==> config.mk <==
export PLATFORM = sky130hd
export DESIGN_NAME = input_capture_interrupt_ctrl
export DESIGN_NICKNAME = d
export VERILOG_FILES = /design/src/icic_pkg.sv /design/src/icic_core.sv /design/src/input_capture_interrupt_ctrl.sv
export SDC_FILE = /design/constraint.sdc
export NUM_CORES = 1
export LEC_CHECK = 0
export ABC_AREA = 1
export BUFFER_PORTS_ARGS = -buffer_cell sky130_fd_sc_hd__buf_2
export CORE_UTILIZATION = 57
export CTS_CLUSTER_SIZE = 20
export DETAILED_ROUTE_END_ITERATION = 6
export HOLD_SLACK_MARGIN = 0.06
export PLACE_DENSITY = 0.91
export SETUP_SLACK_MARGIN = 0.02
export SLEW_MARGIN = 20
export SYNTH_ARGS = -nofsm -noshare
export SYNTH_HDL_FRONTEND = slang
export SYNTH_SLANG_ARGS = --single-unit
==> constraint.sdc <==
create_clock -name clk -period 3.7 [get_ports clk]
set_input_delay 0.37 -clock clk [delete_from_list [all_inputs] [get_ports clk]]
set_output_delay 0.37 -clock clk [all_outputs]
set_load 0.05 [all_outputs]
==> src/icic_pkg.sv <==
// ----------------------------------------------------------------------------
// icic_pkg
// Shared types and constants of the timer input capture and interrupt
// controller: command codes, register addresses, bit positions and vectors.
// ----------------------------------------------------------------------------
package icic_pkg;

  localparam logic [2:0] CMD_PIN   = 3'd0;
  localparam logic [2:0] CMD_NMI   = 3'd1;
  localparam logic [2:0] CMD_IRQ   = 3'd2;
  localparam logic [2:0] CMD_READ  = 3'd3;
  localparam logic [2:0] CMD_WRITE = 3'd4;
  localparam logic [2:0] CMD_CHECK = 3'd5;

  localparam logic [15:0] ADDR_TCSR   = 16'h0008;
  localparam logic [15:0] ADDR_CAP_LO = 16'h000d;
  localparam logic [15:0] ADDR_CAP_HI = 16'h000e;

  localparam int BIT_ICF  = 7;
  localparam int BIT_EICI = 4;
  localparam int BIT_IEDG = 1;

  localparam logic [7:0] TCSR_WRITABLE = 8'h1f;
  localparam logic [7:0] TCSR_KEPT     = 8'he0;

  localparam logic [15:0] VEC_IRQ1    = 16'hfff8;
  localparam logic [15:0] VEC_CAPTURE = 16'hfff6;
  localparam logic [15:0] VEC_NMI     = 16'hfffc;

  localparam logic [1:0] TAKE_NONE    = 2'd0;
  localparam logic [1:0] TAKE_NMI     = 2'd1;
  localparam logic [1:0] TAKE_IRQ1    = 2'd2;
  localparam logic [1:0] TAKE_CAPTURE = 2'd3;

  typedef struct packed {
    logic [2:0]  cmd;
    logic        level;
    logic [15:0] address;
    logic [7:0]  write_byte;
    logic [15:0] counter_value;
    logic        mask_bit;
  } item_t;

  typedef struct packed {
    logic [7:0]  read_byte;
    logic        reg_hit;
    logic [1:0]  take_kind;
    logic [15:0] vector_address;
    logic        wake;
  } result_t;

endpackage

==> src/icic_core.sv <==
// ----------------------------------------------------------------------------
// icic_core
// TCSR, capture latch, line state and interrupt priority. Updates the state
// and produces one result for every word that is processed.
// ----------------------------------------------------------------------------
module icic_core (
  input  logic              clk,
  input  logic              rst_n,
  input  logic              fire,
  input  icic_pkg::item_t   item,
  output icic_pkg::result_t res
);

  logic [7:0]  tcsr_r, tcsr_nxt;
  logic [7:0]  fsr_r, fsr_nxt;
  logic [15:0] cap_r, cap_nxt;
  logic        pin_r, pin_nxt;
  logic        nmi_line_r, nmi_line_nxt;
  logic        nmi_wait_r, nmi_wait_nxt;
  logic        irq_r, irq_nxt;

  logic        hit;
  logic        do_check;
  logic [7:0]  chk_tcsr;
  logic [7:0]  tcsr_w;

  always_comb begin
    tcsr_nxt     = tcsr_r;
    fsr_nxt      = fsr_r;
    cap_nxt      = cap_r;
    pin_nxt      = pin_r;
    nmi_line_nxt = nmi_line_r;
    nmi_wait_nxt = nmi_wait_r;
    irq_nxt      = irq_r;
    res          = '0;
    do_check     = 1'b0;
    chk_tcsr     = tcsr_r;
    hit = (item.address == icic_pkg::ADDR_TCSR) ||
          (item.address == icic_pkg::ADDR_CAP_LO) ||
          (item.address == icic_pkg::ADDR_CAP_HI);
    tcsr_w = (item.write_byte & icic_pkg::TCSR_WRITABLE) |
             (tcsr_r & icic_pkg::TCSR_KEPT);

    case (item.cmd)
      icic_pkg::CMD_PIN: begin
        if (item.level != pin_r) begin
          pin_nxt = item.level;
          // capture edge follows IEDG: rising when set, falling when clear
          if (item.level == tcsr_r[icic_pkg::BIT_IEDG]) begin
            tcsr_nxt[icic_pkg::BIT_ICF] = 1'b1;
            fsr_nxt[icic_pkg::BIT_ICF]  = 1'b1;
            cap_nxt = item.counter_value;
          end
        end
      end
      icic_pkg::CMD_NMI: begin
        if (!nmi_line_r && item.level) begin
          nmi_wait_nxt = 1'b1;
        end
        nmi_line_nxt = item.level;
      end
      icic_pkg::CMD_IRQ: begin
        irq_nxt = item.level;
      end
      icic_pkg::CMD_READ: begin
        if (hit) begin
          res.reg_hit = 1'b1;
          if (item.address == icic_pkg::ADDR_TCSR) begin
            fsr_nxt       = '0;
            res.read_byte = tcsr_r;
          end else if (item.address == icic_pkg::ADDR_CAP_LO) begin
            // flag raised since the last status read survives this read
            if (!fsr_r[icic_pkg::BIT_ICF]) begin
              tcsr_nxt[icic_pkg::BIT_ICF] = 1'b0;
            end
            res.read_byte = cap_r[7:0];
          end else begin
            res.read_byte = cap_r[15:8];
          end
        end
      end
      icic_pkg::CMD_WRITE: begin
        if (hit) begin
          res.reg_hit = 1'b1;
          if (item.address == icic_pkg::ADDR_TCSR) begin
            tcsr_nxt = tcsr_w;
            fsr_nxt  = fsr_r & tcsr_w;
            chk_tcsr = tcsr_w;
            do_check = 1'b1;
          end
        end
      end
      icic_pkg::CMD_CHECK: begin
        do_check = 1'b1;
      end
      default: begin
      end
    endcase

    if (do_check) begin
      if (nmi_wait_r) begin
        nmi_wait_nxt       = 1'b0;
        res.take_kind      = icic_pkg::TAKE_NMI;
        res.vector_address = icic_pkg::VEC_NMI;
        res.wake           = 1'b1;
      end else if (irq_r) begin
        res.wake = 1'b1;
        if (!item.mask_bit) begin
          res.take_kind      = icic_pkg::TAKE_IRQ1;
          res.vector_address = icic_pkg::VEC_IRQ1;
        end
      end else if (chk_tcsr[icic_pkg::BIT_EICI] && chk_tcsr[icic_pkg::BIT_ICF]) begin
        res.wake = 1'b1;
        if (!item.mask_bit) begin
          res.take_kind      = icic_pkg::TAKE_CAPTURE;
          res.vector_address = icic_pkg::VEC_CAPTURE;
        end
      end
    end
  end

  always_ff @(posedge clk) begin
    if (!rst_n) begin
      tcsr_r     <= '0;
      fsr_r      <= '0;
      cap_r      <= '0;
      pin_r      <= 1'b0;
      nmi_line_r <= 1'b0;
      nmi_wait_r <= 1'b0;
      irq_r      <= 1'b0;
    end else if (fire) begin
      tcsr_r     <= tcsr_nxt;
      fsr_r      <= fsr_nxt;
      cap_r      <= cap_nxt;
      pin_r      <= pin_nxt;
      nmi_line_r <= nmi_line_nxt;
      nmi_wait_r <= nmi_wait_nxt;
      irq_r      <= irq_nxt;
    end
  end

endmodule

==> src/input_capture_interrupt_ctrl.sv <==
// ----------------------------------------------------------------------------
// input_capture_interrupt_ctrl
// Timer control/status register, input capture latch and interrupt priority
// logic with an input register and a result register around it.
// ----------------------------------------------------------------------------
// Each word (pin, NMI or IRQ1 level, register read or write, interrupt check)
// passes an input register, update logic on the status state and a result
// register. The result register loads when the held word is processed, which
// can wait while an untaken result blocks it; the result is then offered on
// out_valid until taken. A new word is taken every cycle while results are
// drained. Priority is NMI, then IRQ1, then input capture; a status write also
// runs the check. Status, capture, line state and valid flags clear on reset.
module input_capture_interrupt_ctrl (
  input  logic        clk,
  input  logic        rst_n,
  input  logic        in_valid,
  output logic        in_ready,
  input  logic [2:0]  in_cmd,
  input  logic        in_level,
  input  logic [15:0] in_address,
  input  logic [7:0]  in_write_byte,
  input  logic [15:0] in_counter_value,
  input  logic        in_mask_bit,
  output logic        out_valid,
  input  logic        out_ready,
  output logic [7:0]  out_read_byte,
  output logic        out_reg_hit,
  output logic [1:0]  out_take_kind,
  output logic [15:0] out_vector_address,
  output logic        out_wake
);

  icic_pkg::item_t   item_r;
  logic              item_valid_r;
  icic_pkg::result_t res;
  icic_pkg::result_t res_r;
  logic              res_valid_r;
  logic              fire;
  logic              in_fire;

  assign fire     = item_valid_r && (!res_valid_r || out_ready);
  assign in_ready = !item_valid_r || fire;
  assign in_fire  = in_valid && in_ready;

  always_ff @(posedge clk) begin
    if (!rst_n) begin
      item_valid_r <= 1'b0;
      res_valid_r  <= 1'b0;
    end else begin
      if (in_fire) begin
        item_valid_r <= 1'b1;
      end else if (fire) begin
        item_valid_r <= 1'b0;
      end
      if (fire) begin
        res_valid_r <= 1'b1;
      end else if (out_ready) begin
        res_valid_r <= 1'b0;
      end
    end
  end

  always_ff @(posedge clk) begin
    if (in_fire) begin
      item_r.cmd           <= in_cmd;
      item_r.level         <= in_level;
      item_r.address       <= in_address;
      item_r.write_byte    <= in_write_byte;
      item_r.counter_value <= in_counter_value;
      item_r.mask_bit      <= in_mask_bit;
    end
    if (fire) begin
      res_r <= res;
    end
  end

  icic_core u_core (
    .clk   (clk),
    .rst_n (rst_n),
    .fire  (fire),
    .item  (item_r),
    .res   (res)
  );

  assign out_valid          = res_valid_r;
  assign out_read_byte      = res_r.read_byte;
  assign out_reg_hit        = res_r.reg_hit;
  assign out_take_kind      = res_r.take_kind;
  assign out_vector_address = res_r.vector_address;
  assign out_wake           = res_r.wake;

endmodule

==> flow_metrics.env <==
export IMPL_status="finished, final reports clean"
export IMPL_ir_drop_uv=337
export IMPL_port_buffer_count=74
export IMPL_path_clk_slew_ps=80
export IMPL_multiInputGateArea_um2=926
export IMPL_final_common_cell="buf_2"
export IMPL_io_pins=79
export IMPL_place_ws_ps=1990
export IMPL_grt_overflow=0
export IMPL_final_cell_mix="buf_2, edfxtp_1, nor2_1"
export IMPL_swShare=0.217
export IMPL_fin_crit_sh=0.446
export IMPL_rsz0062_at_grt="false"
export IMPL_area_growth_syn_to_layout_pct=14.8
export IMPL_slew_violations=0
export IMPL_dpl_cell_area_um2=3830
export IMPL_drc=0
export IMPL_root_buffer="clkbuf_8"
export IMPL_grt_pass1_vias=2195
export IMPL_routed_wl_um=6060
export IMPL_first_pass_iters=4
export IMPL_syn_area_um2=3510
export IMPL_worst_pin_slew_ps=546
export IMPL_syn_avg_cell_area_um2=10.8
export IMPL_min_period_ps=1650
export IMPL_clkSinkCount=86
export IMPL_die_h_um=80.5
export IMPL_clock_latency_ps=350
export IMPL_timing_final_ws_setup_ps=2050
export IMPL_p_int_w=0.00144
export IMPL_die_area_um2=6480
export IMPL_post_cts_resized=0
export IMPL_gp_congestion=0.830
export IMPL_arrival_ps=1850
export IMPL_switchingPower_w=0.000399
export IMPL_cts_buffers=9
export IMPL_wl_per_cell_um=12.9
export IMPL_cellLeakagePower_nw=1.62
export IMPL_crit_type="register to register"
export IMPL_cap_violations=0
export IMPL_ant_nets=0
export IMPL_cts_tree="done"
export IMPL_place_hpwl_um=4210
export IMPL_diodes=0
export IMPL_start_util=0.593
export IMPL_yosysUniqueCellTypes=32
export IMPL_nets=440
export IMPL_num_rows=28
export IMPL_power_density_nw_per_um2=456
export IMPL_finClkSkew_ps=7.19
export IMPL_rr_startpoint="item_r[40]"
export IMPL_antenna_found_initial=0
export IMPL_async_flop_share=0
export IMPL_fin_tns_setup_ps=0
export IMPL_synth_fp_nets=373
export IMPL_h_tree_depth=3
export IMPL_report_final_setup_viol=0
export IMPL_vias=2463
export IMPL_cp_max_fo=18
export IMPL_p_clk_frac=0.349
export IMPL_p_seq_frac=0.586
export IMPL_layout_area_seq_um2=2290
export IMPL_drive_gt1_frac=0.303
export IMPL_ys_warn_count=0
export IMPL_combinationalPowerShare=0.065
export IMPL_fill_cells=412
export IMPL_fp_dieW_um=80.5
export IMPL_grt_max_degree=43
export IMPL_post_cts_buffers=0
export IMPL_reg2reg_to="out_read_byte[5]"
export IMPL_ys_ff_latch=86
export IMPL_regToRegSetupSlack_ps=2050
export IMPL_hp_class="input pin to register"
export IMPL_final_core_util=0.680
export IMPL_stdcell_area_um2=4030
export IMPL_endpoint_kind="register"
export IMPL_vias_per_cell=5.23
export IMPL_max_freq_mhz=607
export IMPL_syn_inst=324
export IMPL_grt_total_usage=0.200
export IMPL_yosysSeqAreaShare=0.653
export IMPL_rr_worst_depth=7
export IMPL_synth_edf_count=57
export IMPL_worstPathRequired_ps=3900
export IMPL_finalHoldViolations=0
export IMPL_critPathCapture="out_read_byte[5]"
export IMPL_first_iter_violations=258
export IMPL_relSlewSlack=0.636
export IMPL_ys_flop_type="edfxtp_1"
export IMPL_hold_buffers=0
export IMPL_clockBufferDepth=2
export IMPL_critPathLaunchType="register"
export IMPL_hp_start="in_mask_bit"
export IMPL_grt_pass1_wl_um=9430
export IMPL_cp_startpoint="item_r[40]"
export IMPL_core_um2=5920
[flip-flops by register name, summed over array words and instances, names as in the netlist]
register and flops:
item_valid_r 1, out_read_byte 8, u_core.nmi_line_r 1, u_core.nmi_wait_r 1
out_valid 1, out_vector_address 4, u_core.irq_r 1, item_r 42
u_core.cap_r 16, out_wake 1, out_take_kind 1, u_core.fsr_r 1
out_reg_hit 1, u_core.pin_r 1, u_core.tcsr_r 6
[worst min path at each step]
stage                                   to  slack (ps)  cells after the start
after floorplan            u_core.cap_r[5]         420                      2
after global placement     u_core.cap_r[5]         440                      2
after detailed placement  u_core.tcsr_r[3]         450                      2
after CTS                        item_r[0]         190                      1
after global routing             item_r[0]         190                      1
final                            item_r[0]         190                      1
[metrics by stage]
| step | hold WS (ps) | total power (W) | cells |
|---|---|---|---|
| 2_1_floorplan | 425 | 0.00118 | 324 |
| 3_3_place_gp | 437 | 0.00121 | 455 |
| 3_5_place_dp | 447 | 0.00122 | 455 |
| 4_1_cts | 187 | 0.00185 | 471 |
| 5_1_grt | 187 | 0.00190 | 471 |
| 6_report | 190 | 0.00184 | 471 |
[worst max-delay path: stages (launching register included)]
cell	delay [ps]
edfxtp_1	380
nor2_1	120
nand2_1	100
nor2_4	230
nand2_4	180
o21ai_0	260
inv_1	80
nor3_2	150
[kinds of logic after synthesis]
group / Yosys count / synth area share
AOI/OAI and AO/OA: 57 / 0.0862
buffers and inverters: 55 / 0.0834
DFF: 86 / 0.653
other: 1 / 0.00107
and+or+nand+nor: 125 / 0.176
[routing by layer]
layer / track usage / part of all wire / vias up / routed length [um]
li1: - / - / 1212 / -
met1: 0.236 / 0.40 / 1127 / 2420
met2: 0.342 / 0.51 / 115 / 3110
met3: 0.0330 / 0.074 / 9 / 448
met4: 0.116 / 0.014 / 0 / 85
met5: 0 / 0 / - / 0
[layout make-up]
type                       instances  share of cell area
multi-input combinational        183               0.230
tap                               75              0.0233
timing repair buffer              75              0.0938
sequential                        86               0.569
inverter                          36              0.0348
clock inverter                     5              0.0118
clock buffer                      11              0.0376
[cells in the mapped netlist, types with 6 or more instances]
library cell  instances  area [um2]
nand2_1              37         139
nor2_2                6        37.5
inv_1                30         113
o21ai_0              15        75.1
a21oi_1              22         110
buf_4                13        97.6
dfxtp_1              29         581
o21ai_1              15        75.1
nand3_1              17        85.1
nor2_1               41         154
edfxtp_1             57        1710
[power groups by stage]
stage,logic [W],clock network [W],registers (W)
5_1_grt,0.000130,0.000685,0.00108
4_1_cts,0.000121,0.000651,0.00108
2_1_floorplan,0.0000605,0,0.00112
3_3_place_gp,0.000117,0,0.00110
6_report,0.000120,0.000641,0.00108
3_5_place_dp,0.000120,0,0.00110
Power figures use the tool's default switching activity.
